$ cat config.mk
export PLATFORM = sky130hd
export DESIGN_NAME = ssu_ctrl
export DESIGN_NICKNAME = d
export VERILOG_FILES = /design/src/rtl/core/ssu_pkg.sv /design/src/rtl/core/ssu_ctrl.sv
export SDC_FILE = /design/constraint.sdc
export NUM_CORES = 1
export LEC_CHECK = 0
export BUFFER_PORTS_ARGS = -buffer_cell sky130_fd_sc_hd__buf_2
export CORE_ASPECT_RATIO = 0.75
export CORE_MARGIN = 2
export CORE_UTILIZATION = 45
export DETAILED_ROUTE_END_ITERATION = 6
export PLACE_DENSITY = 0.69
export SETUP_SLACK_MARGIN = 0.5
export SLEW_MARGIN = 10
export SYNTH_ARGS = -nofsm -noshare
export SYNTH_HDL_FRONTEND = slang
export SYNTH_SLANG_ARGS = --single-unit
$ cat constraint.sdc
create_clock -name clock -period 3.3 [get_ports clock]
set_input_delay 0.66 -clock clock [delete_from_list [all_inputs] [get_ports clock]]
set_output_delay 0.66 -clock clock [all_outputs]
set_load 0.01 [all_outputs]
$ cat src/rtl/core/ssu_pkg.sv
package ssu_pkg;

   // default sizes
   localparam int MAX_STATES_DEF  = 8;
   localparam int MAX_INPUTS_DEF  = 4;
   localparam int MAX_OUTPUTS_DEF = 4;

   // field and counter widths
   localparam int DATA_W = 24;
   localparam int NS_W   = 4;
   localparam int NI_W   = 3;
   localparam int NO_W   = 3;
   localparam int IDX_W  = 4;
   localparam int TERM_W = 5;
   localparam int PROD_W = 2 * DATA_W;
   localparam int ACC_W  = PROD_W + 5;

   // function codes
   localparam logic [1:0] FUNC_COEF   = 2'd0;
   localparam logic [1:0] FUNC_STATE  = 2'd1;
   localparam logic [1:0] FUNC_SAMPLE = 2'd2;

   // matrix select codes
   localparam logic [1:0] SEL_A = 2'd0;
   localparam logic [1:0] SEL_B = 2'd1;
   localparam logic [1:0] SEL_C = 2'd2;
   localparam logic [1:0] SEL_D = 2'd3;

   // register indexes
   localparam logic [1:0] REG_NUM_STATES  = 2'd0;
   localparam logic [1:0] REG_NUM_INPUTS  = 2'd1;
   localparam logic [1:0] REG_NUM_OUTPUTS = 2'd2;

   typedef struct packed {
      logic [1:0]               func;
      logic [1:0]               matrix_sel;
      logic [2:0]               row;
      logic [2:0]               col;
      logic signed [DATA_W-1:0] load_value;
      logic signed [DATA_W-1:0] u_0;
      logic signed [DATA_W-1:0] u_1;
      logic signed [DATA_W-1:0] u_2;
      logic signed [DATA_W-1:0] u_3;
   } req_type;

   typedef struct packed {
      logic signed [DATA_W-1:0] y_value;
      logic [1:0]               y_index;
      logic                     last;
   } rsp_type;

   // controller to datapath
   typedef struct packed {
      logic             issue;
      logic             out_phase;
      logic             in_term;
      logic             first;
      logic             last;
      logic [IDX_W-1:0] row;
      logic [IDX_W-1:0] col;
      logic             commit;
   } cmd_type;

   // datapath to controller
   typedef struct packed {
      logic pipe_busy;
      logic rsp_busy;
   } sts_type;

endpackage

$ cat src/rtl/core/ssu_ctrl.sv
module ssu_ctrl (
   input  logic                      clock,
   input  logic                      reset,
   input  logic                      req_valid,
   input  logic [1:0]                req_func,
   input  logic [ssu_pkg::NS_W-1:0]  num_states,
   input  logic [ssu_pkg::NI_W-1:0]  num_inputs,
   input  logic [ssu_pkg::NO_W-1:0]  num_outputs,
   input  ssu_pkg::sts_type          sts,
   output logic                      req_ready,
   output ssu_pkg::cmd_type          cmd
);

   localparam logic [2:0] S_IDLE   = 3'd0;
   localparam logic [2:0] S_PREP   = 3'd1;
   localparam logic [2:0] S_ISSUE  = 3'd2;
   localparam logic [2:0] S_WAIT   = 3'd3;
   localparam logic [2:0] S_COMMIT = 3'd4;

   logic [2:0]                   state_ff, state_in;
   logic                         out_phase_ff, out_phase_in;
   logic [ssu_pkg::IDX_W-1:0]    row_ff, row_in;
   logic [ssu_pkg::TERM_W-1:0]   term_ff, term_in;
   logic [ssu_pkg::TERM_W-1:0]   ns_ext, n_terms, col_full;
   logic                         in_term, last_term, last_row;

   // term decode: state columns first, then input columns
   assign ns_ext    = ssu_pkg::TERM_W'(num_states);
   assign n_terms   = ns_ext + ssu_pkg::TERM_W'(num_inputs);
   assign in_term   = (term_ff >= ns_ext);
   assign col_full  = in_term ? (term_ff - ns_ext) : term_ff;
   assign last_term = (term_ff == n_terms - ssu_pkg::TERM_W'(1));
   assign last_row  = out_phase_ff
                      ? (row_ff == ssu_pkg::IDX_W'(num_outputs) - ssu_pkg::IDX_W'(1))
                      : (row_ff == ssu_pkg::IDX_W'(num_states) - ssu_pkg::IDX_W'(1));

   assign req_ready     = (state_ff == S_IDLE);
   assign cmd.issue     = (state_ff == S_ISSUE);
   assign cmd.out_phase = out_phase_ff;
   assign cmd.in_term   = in_term;
   assign cmd.first     = (term_ff == '0);
   assign cmd.last      = last_term;
   assign cmd.row       = row_ff;
   assign cmd.col       = col_full[ssu_pkg::IDX_W-1:0];
   assign cmd.commit    = (state_ff == S_COMMIT);

   // sequencer over rows and terms
   always_comb begin
      state_in     = state_ff;
      out_phase_in = out_phase_ff;
      row_in       = row_ff;
      term_in      = term_ff;
      case (state_ff)
         S_IDLE: begin
            if (req_valid && req_func == ssu_pkg::FUNC_SAMPLE) begin
               state_in     = S_PREP;
               out_phase_in = 1'b1;
               row_in       = '0;
            end
         end
         S_PREP: begin
            term_in = '0;
            if (!(out_phase_ff && sts.rsp_busy)) begin
               state_in = S_ISSUE;
            end
         end
         S_ISSUE: begin
            if (last_term) begin
               state_in = S_WAIT;
            end else begin
               term_in = term_ff + ssu_pkg::TERM_W'(1);
            end
         end
         S_WAIT: begin
            if (!sts.pipe_busy) begin
               if (last_row && !out_phase_ff) begin
                  state_in = S_COMMIT;
               end else if (last_row) begin
                  out_phase_in = 1'b0;
                  row_in       = '0;
                  state_in     = S_PREP;
               end else begin
                  row_in   = row_ff + ssu_pkg::IDX_W'(1);
                  state_in = S_PREP;
               end
            end
         end
         S_COMMIT: begin
            state_in = S_IDLE;
         end
         default: begin
            state_in = S_IDLE;
         end
      endcase
   end

   always_ff @(posedge clock) begin
      if (reset) begin
         state_ff     <= S_IDLE;
         out_phase_ff <= 1'b0;
         row_ff       <= '0;
         term_ff      <= '0;
      end else begin
         state_ff     <= state_in;
         out_phase_ff <= out_phase_in;
         row_ff       <= row_in;
         term_ff      <= term_in;
      end
   end

endmodule

# Yosys cells after proc, flatten, opt, wreduce, memory -nomap -nowiden
# Index checks and enable logic that the tools add are counted.
# word_totals
ff_bits	13
input_bits	17
output_inout_bits	15
elab_cells	59
# op_classes
n_addsub	7
n_lt_le_gt_ge	1
n_eq_ne	15
mux	20
n_reduce_logical	12
# ops
op	count
two-way mux 4 bit	5
two-way mux 3 bit	5
one-hot mux 3 bit (4 select lines)	1
!= test 2 bit, second input constant	5
one-hot mux 5 bit (2 select lines)	1
== test 4 bit	2
one-hot mux 4 bit (2 select lines)	1
AND reduction 4 bit	2
== test 3 x 2 -> 1 bit, second input constant	2
adder 4 x 3 -> 5 bit	1
adder 5 x 1 -> 5 bit, second input constant	1
== test 5 bit	1
>= comparator 5 x 4 -> 1 bit	1
zero test 5 bit	1
two-way mux 1 bit	5
two-way mux 5 bit	1
AND reduction 5 bit	1
subtractor 5 x 1 -> 5 bit, second input constant	1
adder 4 x 1 -> 4 bit, second input constant	1
!= test 2 x 1 -> 1 bit, second input constant	2
nonzero test 2 bit	2
subtractor 3 x 1 -> 4 bit, second input constant	1
subtractor 4 x 1 -> 4 bit, second input constant	1
subtractor 4 bit	1
other kinds (8)	10

# Depth between registers and ports, before layout
# Gate-level depths: netlist (run 1).
# logic_depth
ltp_word	7
ltp_mapped	12
depth_no_buf	11

# Worst setup path after synthesis (run 1)
# No wires, ideal clock.
# synth_path
path_kind	input to output
startpoint	input port num_states[1] in the netlist's numbering
endpoint	output port cmd[9] in the netlist's numbering
arrival_time_ns	2.466
required_ns	2.640
path_slack_ns	0.174
stages	10
path_buffers	2
cell_sequence	inv_1 > ha_1 > inv_1 > ha_1 > fa_1 > xor2_1 > nor4_1 > and2_1 > buf_6 > buf_4
# synth_between
elab_chain_len	3
# synth_lines
item	line_no	rtl
from (decl)	ssu_ctrl.sv:6	input logic [ssu_pkg::NS_W-1:0] num_states,
adder 4 x 3 -> 5 bit	ssu_ctrl.sv:29	assign n_terms = ns_ext + ssu_pkg::TERM_W'(num_inputs);
subtractor 5 x 1 -> 5 bit	ssu_ctrl.sv:32	assign last_term = (term_ff == n_terms - ssu_pkg::TERM_W'(1));
== test 5 bit	ssu_ctrl.sv:32	
to (decl)	ssu_ctrl.sv:11	output ssu_pkg::cmd_type cmd
# No other way between the ends.

==> impl_metrics.xml, run 1 <==
<?xml version="1.0" encoding="UTF-8"?>
<metrics>
  <group name="run_status">
    <metric name="outcome" unit="">complete, no violations</metric>
  </group>
  <group name="place">
    <metric name="postPlaceCellArea" unit="mm²">0.00158</metric>
    <metric name="place.gp.congestion" unit="">0.809</metric>
    <metric name="buffer_ports.inserted" unit="">31</metric>
    <metric name="place_worst_setup_slack" unit="ps">-9.77</metric>
    <metric name="dpl.cell_count" unit="">231</metric>
    <metric name="place_hpwl" unit="µm">2660</metric>
  </group>
  <group name="floorplan">
    <metric name="floorplan.die.width" unit="µm">67.7</metric>
    <metric name="top_level_ports" unit="">32</metric>
    <metric name="initial_utilization" unit="%">47.0</metric>
    <metric name="die_height" unit="µm">51.8</metric>
    <metric name="number_of_placement_rows" unit="">17</metric>
    <metric name="coreArea" unit="mm²">0.00291</metric>
    <metric name="design.die.area" unit="mm²">0.00350</metric>
  </group>
  <group name="drt">
    <metric name="met3_length" unit="µm">265</metric>
    <metric name="firstDrtPassIters" unit="">4</metric>
    <metric name="detail_route.wirelength" unit="µm">3780</metric>
    <metric name="detailedRoute.firstIterationViolations" unit="">38</metric>
    <metric name="dr_total_vias" unit="">1383</metric>
    <metric name="wl_met1" unit="µm">1610</metric>
    <metric name="routed-wl-met2" unit="µm">1780</metric>
    <metric name="routed_via_density" unit="">5.67</metric>
    <metric name="wl_cell" unit="µm">15.5</metric>
    <metric name="antenna_violating_nets_post_route" unit="">0</metric>
    <metric name="drc" unit="">0</metric>
    <metric name="top_signal_layer_used" unit="">met4</metric>
  </group>
  <group name="timing">
    <metric name="rsz_0062_raised_after_global_routing" unit="">true</metric>
    <metric name="finalCriticalPeriod" unit="ps">3220</metric>
    <metric name="post_route_setup_slack" unit="ps">77.8</metric>
    <metric name="post-route-period-util" unit="%">97.6</metric>
    <metric name="timing_max_transition_violations_final" unit="">0</metric>
    <metric name="max_slew_margin" unit="%">57.0</metric>
    <metric name="setup_viol_count_final" unit="">0</metric>
    <metric name="hold_viol" unit="">0</metric>
    <metric name="timing.fmax" unit="MHz">310</metric>
    <metric name="tightestPinTransition" unit="ps">645</metric>
    <metric name="clk_skew" unit="ps">3.76</metric>
  </group>
  <group name="yosys">
    <metric name="post_synth_num_cell_types" unit="">43</metric>
    <metric name="mappedNetlistArea" unit="mm²">0.00137</metric>
    <metric name="post-synth-top-area-fraction" unit="%">19.0</metric>
    <metric name="synth-async-reset-ratio" unit="%">0</metric>
    <metric name="syn-num-nets" unit="">203</metric>
    <metric name="yosys_warnings" unit="">0</metric>
    <metric name="synthFlopType" unit="">dfxtp_1</metric>
    <metric name="synth_top_area_cell" unit="">dfxtp_1</metric>
    <metric name="synth_top_cells_by_area" unit="">dfxtp_1 19%, ha_1 13%, inv_1 5.8%</metric>
    <metric name="synth_seq_area_share" unit="%">19.0</metric>
    <metric name="ys_ff_latch" unit="">13</metric>
    <metric name="synthesis.instances" unit="">170</metric>
    <metric name="synth_enable_flop_cells" unit="">0</metric>
    <metric name="avgSynthCellArea" unit="µm²">8.05</metric>
  </group>
  <group name="finish">
    <metric name="fin_area" unit="mm²">0.00186</metric>
    <metric name="layoutNonFillerInstCount" unit="">244</metric>
    <metric name="postLayoutCoreUtil" unit="%">63.9</metric>
    <metric name="layout.cells.most_common" unit="">buf_2</metric>
    <metric name="drive_gt1_share" unit="%">36.4</metric>
    <metric name="fin_nets" unit="">240</metric>
    <metric name="layout-area-overhead-vs-synth" unit="%">36.0</metric>
    <metric name="mostFrequentLayoutCells" unit="">26 x buf_2, 13 x inv_1, 13 x dfxtp_1</metric>
    <metric name="antenna-diode-count" unit="">0</metric>
  </group>
  <group name="power_and_ir_drop">
    <metric name="total_leakage_power" unit="nW">0.836</metric>
    <metric name="power_density" unit="mW/mm²">316</metric>
    <metric name="power_total" unit="mW">0.588</metric>
    <metric name="maximum_vdd_ir_drop" unit="µV">260</metric>
  </group>
  <group name="worst_hold_path">
    <metric name="hold_crit_class" unit="">register to register</metric>
  </group>
  <group name="cts">
    <metric name="cts-root-buf" unit="">clkbuf_8</metric>
    <metric name="cts_max_level" unit="">1</metric>
    <metric name="clkSlewWorstSetupHoldPaths" unit="ps">60</metric>
    <metric name="numClockSinks" unit="">13</metric>
    <metric name="worst_case_clock_buffer_depth" unit="">2</metric>
    <metric name="cts_tree" unit="">built</metric>
    <metric name="clk-insertion-delay-late" unit="ps">250</metric>
    <metric name="numCtsBuffers" unit="">3</metric>
  </group>
  <group name="global_routing">
    <metric name="global_route.overflow_total" unit="">0</metric>
    <metric name="first_global_vias" unit="">1274</metric>
    <metric name="global_route_wire_length_before_repair" unit="µm">5720</metric>
    <metric name="aggregate_global_route_resource_usage" unit="%">21.9</metric>
    <metric name="antenna_violations_before_repair" unit="">0</metric>
    <metric name="grt_start_max_net_pins" unit="">20</metric>
  </group>
  <group name="worst_setup_path">
    <metric name="critPathLaunchType" unit="">primary input</metric>
    <metric name="required" unit="ps">2640</metric>
    <metric name="timing.critical_path.fanout_max" unit="">2</metric>
    <metric name="critical_path.endpoint_type" unit="">primary output</metric>
    <metric name="worst_path_arrival_time" unit="ps">2560</metric>
    <metric name="criticalPathCategory" unit="">primary input to primary output</metric>
  </group>
  <group name="run">
    <metric name="cap_violations" unit="">0</metric>
  </group>
</metrics>
==> synth_stat cells, types with 3 or more instances <==
library cell,n
a21o_1,3
a21oi_1,5
a31oi_1,5
buf_4,3
clkbuf_1,5
dfxtp_1,13
ha_1,14
inv_1,21
mux2i_1,7
nand2_1,7
nand3_1,4
nand4_1,3
nor2_1,12
nor2b_1,3
nor3_1,3
o211ai_1,3
o21ai_0,10
or3_1,4
xnor2_1,9
xor2_1,7
==> path summary, 6_finish.rpt <==
path                                  start                     end  slack [ps]  cells after the start
setup reg to reg  out_phase_ff$_SDFFE_PP0P_  row_ff[3]$_SDFFE_PP0P_         820                      8
hold reg to reg      row_ff[2]$_SDFFE_PP0P_  row_ff[2]$_SDFFE_PP0P_         550                      2
hold / removal       row_ff[2]$_SDFFE_PP0P_  row_ff[2]$_SDFFE_PP0P_         550                      2
setup / recovery              num_states[1]                  cmd[9]          80                     11
==> area by class of cell <==
cell class                 count  area [µm²]
clock buffer                   4        45.0
multi-input combinational    125        1110
sequential                    13         260
fill                         263        1050
timing repair buffer          43         308
inverter                      21        93.8
tap                           38        47.5
==> routing by layer <==
layer	GRT usage, %	vias to the layer above
met5	0	-
met2	35.1	61
met4	9.52	0
met3	3.46	11
met1	28.8	637
li1	-	674
==> state kept, by name (all words and copies together) (netlist names) <==
signal        cells
out_phase_ff      1
row_ff            4
state_ff          3
term_ff           5
==> worst max-delay path: stages <==
cell and delay [ps]:
buf_12 90, inv_12 30, ha_4 240, inv_2 40
ha_4 150, fa_2 390, xnor2_2 160, xnor2_2 160
nor4_4 330, and2_4 210, buf_6 100
==> report_power, final <==
group	internal (mW)	switching [mW]
Combinational	0.121	0.125
Clock	0.0854	0.0613
Sequential	0.166	0.0297
Total	0.372	0.216
==> kinds of logic after synthesis <==
| group | Yosys count | share of synthesized area, % |
|---|---|---|
| adder cells (fa/ha/maj) | 16 | 15.7 |
| buffers and inverters | 32 | 10.3 |
| multiplexers | 8 | 5.94 |
| AND/OR/NAND/NOR | 49 | 20.2 |
| XOR/XNOR | 17 | 11.9 |
| AO/OA/AOI/OAI | 35 | 16.9 |
| flip-flops | 13 | 19.0 |
==> repair_timing <==
item / 4_1_cts / 5_1_grt
cloned: 0 / 0
endpoints found under the setup margin: 10 / 11
hold buffers: 0 / 0
buffers inserted: 5 / 4
pin swaps: 8 / 13
gates resized for setup: 18 / 22
==> metrics by stage <==
| step | TNS, ps | hold WS, ps |
|---|---|---|
| 6_report | 0 | 546 |
| 5_1_grt | 0 | 604 |
| 4_1_cts | 0 | 543 |
| 3_5_place_dp | -9.77 | 532 |
| 3_3_place_gp | 0 | 516 |
| 2_1_floorplan | 0 | 516 |
(Power assumes the default switching activity.)
==> run 2: changes to the inputs <==
--- a/config.mk
+++ b/config.mk
@@ -10,7 +10,7 @@
 export CORE_MARGIN = 2
 export CORE_UTILIZATION = 45
 export DETAILED_ROUTE_END_ITERATION = 6
-export PLACE_DENSITY = 0.69
+export PLACE_DENSITY = 0.75
 export SETUP_SLACK_MARGIN = 0.5
 export SLEW_MARGIN = 10
 export SYNTH_ARGS = -nofsm -noshare
==> impl_metrics.xml, run 2 (same netlist as run 1, synthesis figures left out) <==
<?xml version="1.0" encoding="UTF-8"?>
<metrics>
  <group name="run_status">
    <metric name="outcome" unit="">complete, no violations</metric>
  </group>
  <group name="cts">
    <metric name="numCtsBuffers" unit="">3</metric>
    <metric name="clkSlewWorstSetupHoldPaths" unit="ps">60</metric>
    <metric name="cts_hold_buf" unit="">0</metric>
    <metric name="cts_tree" unit="">built</metric>
    <metric name="cts_max_level" unit="">1</metric>
    <metric name="worst_case_clock_buffer_depth" unit="">2</metric>
    <metric name="clk-insertion-delay-late" unit="ps">250</metric>
    <metric name="numClockSinks" unit="">13</metric>
    <metric name="cts-root-buf" unit="">clkbuf_8</metric>
  </group>
  <group name="drt">
    <metric name="detailedRoute.firstIterationViolations" unit="">59</metric>
    <metric name="drc" unit="">0</metric>
    <metric name="detail_route.wirelength" unit="µm">3410</metric>
    <metric name="antenna_violating_nets_post_route" unit="">0</metric>
    <metric name="routed_via_density" unit="">5.45</metric>
    <metric name="dr_total_vias" unit="">1313</metric>
    <metric name="wl_cell" unit="µm">14.2</metric>
    <metric name="firstDrtPassIters" unit="">4</metric>
  </group>
  <group name="power_and_ir_drop">
    <metric name="clock_power_share" unit="%">26.3</metric>
    <metric name="power_density" unit="mW/mm²">316</metric>
    <metric name="switchingPower" unit="mW">0.203</metric>
    <metric name="total_leakage_power" unit="nW">0.807</metric>
    <metric name="cell_internal_power" unit="mW">0.357</metric>
    <metric name="maximum_vdd_ir_drop" unit="µV">214</metric>
    <metric name="power_total" unit="mW">0.559</metric>
    <metric name="pwr-share-seq" unit="%">34.6</metric>
    <metric name="swShare" unit="%">36.3</metric>
    <metric name="power.combinational.fraction" unit="%">39.1</metric>
  </group>
  <group name="global_routing">
    <metric name="aggregate_global_route_resource_usage" unit="%">20.0</metric>
    <metric name="antenna_violations_before_repair" unit="">0</metric>
    <metric name="global_route_wire_length_before_repair" unit="µm">5260</metric>
    <metric name="first_global_vias" unit="">1203</metric>
    <metric name="global_route.overflow_total" unit="">0</metric>
    <metric name="grt_start_max_net_pins" unit="">20</metric>
  </group>
  <group name="place">
    <metric name="place_hpwl" unit="µm">2580</metric>
    <metric name="buffer_ports.inserted" unit="">31</metric>
    <metric name="place.gp.congestion" unit="">0.813</metric>
    <metric name="place_worst_setup_slack" unit="ps">-13.9</metric>
    <metric name="postPlaceCellArea" unit="mm²">0.00158</metric>
    <metric name="dpl.cell_count" unit="">231</metric>
  </group>
  <group name="finish">
    <metric name="layoutNonFillerInstCount" unit="">241</metric>
    <metric name="multiInputGateArea" unit="mm²">0.00106</metric>
    <metric name="fin_area" unit="mm²">0.00177</metric>
    <metric name="final_layout_fill_cell_count" unit="">252</metric>
    <metric name="largest_register_ff_count" unit="">5</metric>
    <metric name="final-seq-area" unit="µm²">264</metric>
    <metric name="mostFrequentLayoutCells" unit="">28 x buf_2, 14 x inv_1, 12 x nor2_1</metric>
    <metric name="fin_nets" unit="">237</metric>
    <metric name="drive_gt1_share" unit="%">35.5</metric>
    <metric name="layout-area-overhead-vs-synth" unit="%">29.4</metric>
    <metric name="antenna-diode-count" unit="">0</metric>
    <metric name="register_with_the_most_flip_flops" unit="">term_ff</metric>
    <metric name="layout.cells.most_common" unit="">buf_2</metric>
    <metric name="biggest_registers_after_layout" unit="">term_ff (5), row_ff (4), state_ff (3)</metric>
    <metric name="postLayoutCoreUtil" unit="%">60.8</metric>
  </group>
  <group name="worst_setup_path">
    <metric name="critical_path.endpoint_type" unit="">primary output</metric>
    <metric name="critical_path.n_buffers_inverters" unit="">4</metric>
    <metric name="required" unit="ps">2640</metric>
    <metric name="cp_top_family" unit="">adder cells</metric>
    <metric name="worst_path_arrival_time" unit="ps">2490</metric>
    <metric name="cp_max_delay_cell" unit="">fa_2</metric>
    <metric name="timing.critical_path.fanout_max" unit="">3</metric>
    <metric name="cp_slowest_stage_delay" unit="ps">560</metric>
    <metric name="path_cells" unit="">buf_12, inv_12, ha_4, inv_2, ha_4, fa_2, xor2_2, nor4_2, and2_4, buf_2</metric>
    <metric name="criticalPathCategory" unit="">primary input to primary output</metric>
    <metric name="critPathLaunchType" unit="">primary input</metric>
    <metric name="most_frequent_cell_on_the_critical_path" unit="">ha_4</metric>
  </group>
  <group name="timing">
    <metric name="timing.fmax" unit="MHz">318</metric>
    <metric name="max_slew_margin" unit="%">62.0</metric>
    <metric name="setup-tns-final" unit="ps">0</metric>
    <metric name="finalCriticalPeriod" unit="ps">3150</metric>
    <metric name="tightestPinTransition" unit="ps">569</metric>
    <metric name="hold_viol" unit="">0</metric>
    <metric name="clk_skew" unit="ps">2.78</metric>
    <metric name="setup_viol_count_final" unit="">0</metric>
    <metric name="post-route-period-util" unit="%">95.3</metric>
    <metric name="holdWs" unit="ps">536</metric>
    <metric name="post_route_setup_slack" unit="ps">155</metric>
    <metric name="timing_max_transition_violations_final" unit="">0</metric>
    <metric name="rsz_0062_raised_after_global_routing" unit="">true</metric>
  </group>
  <group name="floorplan">
    <metric name="number_of_placement_rows" unit="">17</metric>
    <metric name="initial_utilization" unit="%">47.0</metric>
    <metric name="die_height" unit="µm">51.8</metric>
    <metric name="coreArea" unit="mm²">0.00291</metric>
    <metric name="floorplan.die.width" unit="µm">67.7</metric>
    <metric name="top_level_ports" unit="">32</metric>
    <metric name="design.die.area" unit="mm²">0.00350</metric>
  </group>
  <group name="run">
    <metric name="cap_violations" unit="">0</metric>
  </group>
  <group name="worst_hold_path">
    <metric name="hold_crit_class" unit="">register to register</metric>
  </group>
</metrics>
run 2: cell types whose count changed in the layout (fill, tap and decap cells not counted), sizes merged:
cell and change:
clkinv +1, clkbuf -1, buf -3
run 2: area by class of cell:
| type | count | share of cell area (%) |
|---|---|---|
| timing repair buffer | 40 | 14.5 |
| clock buffer | 3 | 2.33 |
| inverter | 21 | 5.30 |
| sequential | 13 | 14.9 |
| multi-input combinational | 125 | 60.0 |
| clock inverter | 1 | 0.282 |
| tap | 38 | 2.68 |
run 2: power by group through the flow:
stage / Sequential, mW / Clock [mW] / Combinational, mW
global route: 0.197 / 0.162 / 0.241
global placement: 0.194 / 0 / 0.188
CTS: 0.192 / 0.151 / 0.206
detailed placement: 0.195 / 0 / 0.193
floorplan: 0.177 / 0 / 0.158
finish: 0.194 / 0.147 / 0.218
run 2: tightest hold or removal path: stages (launching register included):
cell and delay, ps:
dfxtp_1 350, o21ai_0 80, a21oi_1 60
run 2: what timing repair did:
item / 4_1_cts / 5_1_grt
buffers inserted: 3 / 3
resized for setup: 15 / 13
endpoints found under the setup margin: 10 / 9
pin swaps: 3 / 7
run 2: final timing paths:
kind                             start  slack (ps)                     end  cells past startpoint
max                      num_states[1]         150                  cmd[9]                     10
min             row_ff[2]$_SDFFE_PP0P_         540  row_ff[2]$_SDFFE_PP0P_                      2
max reg2reg  out_phase_ff$_SDFFE_PP0P_         790  row_ff[3]$_SDFFE_PP0P_                      8
min reg2reg     row_ff[2]$_SDFFE_PP0P_         540  row_ff[2]$_SDFFE_PP0P_                      2
run 2: metal layers:
layer  share of wire [%]  GRT usage (%)  up-vias
met4                0.85           6.46        0
li1                    -              -      662
met3                 4.7           2.60        3
met5                   0              0        -
met1                  48           28.1      619
met2                  46           31.7       29
==> run 3: changes to the inputs <==
==> constraint.sdc (replaced) <==
create_clock -name clock -period 3.9 [get_ports clock]
set_input_delay 0.78 -clock clock [delete_from_list [all_inputs] [get_ports clock]]
set_output_delay 0.78 -clock clock [all_outputs]
set_load 0.01 [all_outputs]
==> impl_metrics.xml, run 3 (same netlist as run 1, synthesis figures left out) <==
<?xml version="1.0" encoding="UTF-8"?>
<metrics>
  <group name="cts">
    <metric name="clkSlewWorstSetupHoldPaths" unit="ps">60</metric>
    <metric name="cts-root-buf" unit="">clkbuf_8</metric>
    <metric name="cts_max_level" unit="">1</metric>
    <metric name="cts_tree" unit="">built</metric>
    <metric name="clk-insertion-delay-late" unit="ps">250</metric>
    <metric name="cts_hold_buf" unit="">0</metric>
    <metric name="worst_case_clock_buffer_depth" unit="">2</metric>
    <metric name="numCtsBuffers" unit="">3</metric>
    <metric name="numClockSinks" unit="">13</metric>
  </group>
  <group name="drt">
    <metric name="detailedRoute.firstIterationViolations" unit="">61</metric>
    <metric name="drc" unit="">0</metric>
    <metric name="routed_via_density" unit="">5.53</metric>
    <metric name="detail_route.wirelength" unit="µm">3160</metric>
    <metric name="dr_total_vias" unit="">1293</metric>
    <metric name="antenna_violating_nets_post_route" unit="">0</metric>
    <metric name="wl_cell" unit="µm">13.5</metric>
    <metric name="firstDrtPassIters" unit="">4</metric>
  </group>
  <group name="finish">
    <metric name="antenna-diode-count" unit="">0</metric>
    <metric name="fin_nets" unit="">230</metric>
    <metric name="layoutNonFillerInstCount" unit="">234</metric>
    <metric name="layout-area-overhead-vs-synth" unit="%">20.5</metric>
    <metric name="mostFrequentLayoutCells" unit="">28 x buf_2, 15 x inv_1, 13 x dfxtp_1</metric>
    <metric name="biggest_registers_after_layout" unit="">term_ff (5), row_ff (4), state_ff (3)</metric>
    <metric name="layout.cells.most_common" unit="">buf_2</metric>
    <metric name="largest_register_ff_count" unit="">5</metric>
    <metric name="register_with_the_most_flip_flops" unit="">term_ff</metric>
    <metric name="drive_gt1_share" unit="%">28.6</metric>
    <metric name="final_layout_fill_cell_count" unit="">273</metric>
  </group>
  <group name="power_and_ir_drop">
    <metric name="power_density" unit="mW/mm²">277</metric>
    <metric name="total_leakage_power" unit="nW">0.760</metric>
    <metric name="power.combinational.fraction" unit="%">37.4</metric>
    <metric name="clock_power_share" unit="%">26.9</metric>
    <metric name="switchingPower" unit="mW">0.165</metric>
    <metric name="cell_internal_power" unit="mW">0.292</metric>
    <metric name="swShare" unit="%">36.1</metric>
    <metric name="pwr-share-seq" unit="%">35.7</metric>
    <metric name="power_total" unit="mW">0.457</metric>
    <metric name="maximum_vdd_ir_drop" unit="µV">143</metric>
  </group>
  <group name="timing">
    <metric name="timing.fmax" unit="MHz">300</metric>
    <metric name="timing_max_transition_violations_final" unit="">0</metric>
    <metric name="finalCriticalPeriod" unit="ps">3330</metric>
    <metric name="setup_viol_count_final" unit="">0</metric>
    <metric name="hold_viol" unit="">0</metric>
    <metric name="setup-tns-final" unit="ps">0</metric>
    <metric name="max_slew_margin" unit="%">61.5</metric>
    <metric name="holdWs" unit="ps">536</metric>
    <metric name="post-route-period-util" unit="%">85.5</metric>
    <metric name="clk_skew" unit="ps">0.511</metric>
    <metric name="rsz_0062_raised_after_global_routing" unit="">true</metric>
    <metric name="tightestPinTransition" unit="ps">577</metric>
    <metric name="post_route_setup_slack" unit="ps">565</metric>
  </group>
  <group name="global_routing">
    <metric name="global_route_wire_length_before_repair" unit="µm">5130</metric>
    <metric name="global_route.overflow_total" unit="">0</metric>
    <metric name="grt_start_max_net_pins" unit="">20</metric>
    <metric name="first_global_vias" unit="">1109</metric>
    <metric name="aggregate_global_route_resource_usage" unit="%">19.6</metric>
    <metric name="antenna_violations_before_repair" unit="">0</metric>
  </group>
  <group name="place">
    <metric name="place_hpwl" unit="µm">2360</metric>
    <metric name="place.gp.congestion" unit="">0.827</metric>
    <metric name="buffer_ports.inserted" unit="">31</metric>
    <metric name="place_worst_setup_slack" unit="ps">316</metric>
    <metric name="dpl.cell_count" unit="">229</metric>
  </group>
  <group name="worst_setup_path">
    <metric name="r2r_end" unit="">row_ff[3]$_SDFFE_PP0P_</metric>
    <metric name="timing.critical_path.fanout_max" unit="">3</metric>
    <metric name="reg2reg_depth" unit="">8</metric>
    <metric name="worst_path_arrival_time" unit="ps">2550</metric>
    <metric name="required" unit="ps">3120</metric>
    <metric name="critical_path.endpoint_type" unit="">primary output</metric>
    <metric name="criticalPathCategory" unit="">primary input to primary output</metric>
    <metric name="r2r_slack" unit="ps">1410</metric>
    <metric name="critPathLaunchType" unit="">primary input</metric>
    <metric name="source_of_the_worst_register_to_register_timing_path" unit="">out_phase_ff$_SDFFE_PP0P_</metric>
  </group>
  <group name="floorplan">
    <metric name="top_level_ports" unit="">32</metric>
    <metric name="initial_utilization" unit="%">47.0</metric>
    <metric name="number_of_placement_rows" unit="">17</metric>
    <metric name="design.die.area" unit="mm²">0.00350</metric>
    <metric name="die_height" unit="µm">51.8</metric>
    <metric name="floorplan.die.width" unit="µm">67.7</metric>
    <metric name="coreArea" unit="mm²">0.00291</metric>
  </group>
  <group name="worst_hold_path">
    <metric name="hold_crit_class" unit="">register to register</metric>
    <metric name="holdPathEnd" unit="">row_ff[2]$_SDFFE_PP0P_</metric>
    <metric name="whs_path_depth" unit="">2</metric>
    <metric name="hold_path.startpoint" unit="">row_ff[2]$_SDFFE_PP0P_</metric>
  </group>
  <group name="run_status">
    <metric name="outcome" unit="">complete, no violations</metric>
  </group>
  <group name="run">
    <metric name="cap_violations" unit="">0</metric>
  </group>
</metrics>
run 3: cell type report:
cell class,count,area (µm²),share of cell area (%)
inverters,21,83.8,5.08
repair buffers,33,193,11.7
clock inverters,1,5.00,0.303
multi-input cells,125,1020,61.8
clock buffers,3,41.3,2.50
well taps,38,47.5,2.88
flip-flops and latches,13,260,15.8
run 3: power groups by stage:
stage               clock network [mW]  registers [mW]  logic [mW]
CTS                              0.128           0.162       0.166
global placement                     0           0.165       0.148
finish                           0.123           0.163       0.171
floorplan                            0           0.150       0.126
detailed placement                   0           0.165       0.151
global route                     0.135           0.165       0.188
run 3: per-stage QoR:
stage | cell area (µm²) | utilization [%]
after floorplan | 1370 | -
after global placement | 1520 | 52.0
after detailed placement | 1520 | 52.0
after CTS | 1630 | 56.0
after global routing | 1650 | 56.6
final | 1650 | 56.6
run 3: how the worst max path moves through the flow:
stage	startpoint	to	slack [ps]	cells after the start
floorplan	num_states[1]	cmd[9]	530	10
global placement	num_states[1]	cmd[9]	340	10
detailed placement	num_states[1]	cmd[9]	320	10
CTS	num_states[1]	cmd[9]	500	11
global route	num_states[0]	cmd[9]	470	10
finish	num_states[1]	cmd[9]	570	10
run 3: worst max-delay path: stages:
cell    delay [ps]
buf_8           80
inv_6           30
ha_4           250
inv_2           30
ha_4           150
fa_2           540
xor2_1          70
nor4_2         310
and2_4         210
buf_6          100
run 3: routing by layer:
metal  up-vias  global-route usage (%)  part of all wire [%]  routed length, µm
met5         -                       0                     0                  0
met4         0                    7.14                   1.4                 45
met3         4                    3.25                   5.6                176
met2        38                    29.6                    43               1350
met1       601                    27.9                    50               1590
li1        650                       -                     -                  -
run 3: timing repair:
action,4_1_cts,5_1_grt
resized for setup,17,6
endpoints found under the setup margin,2,4
pin swaps,7,1
setup buffers,1,0
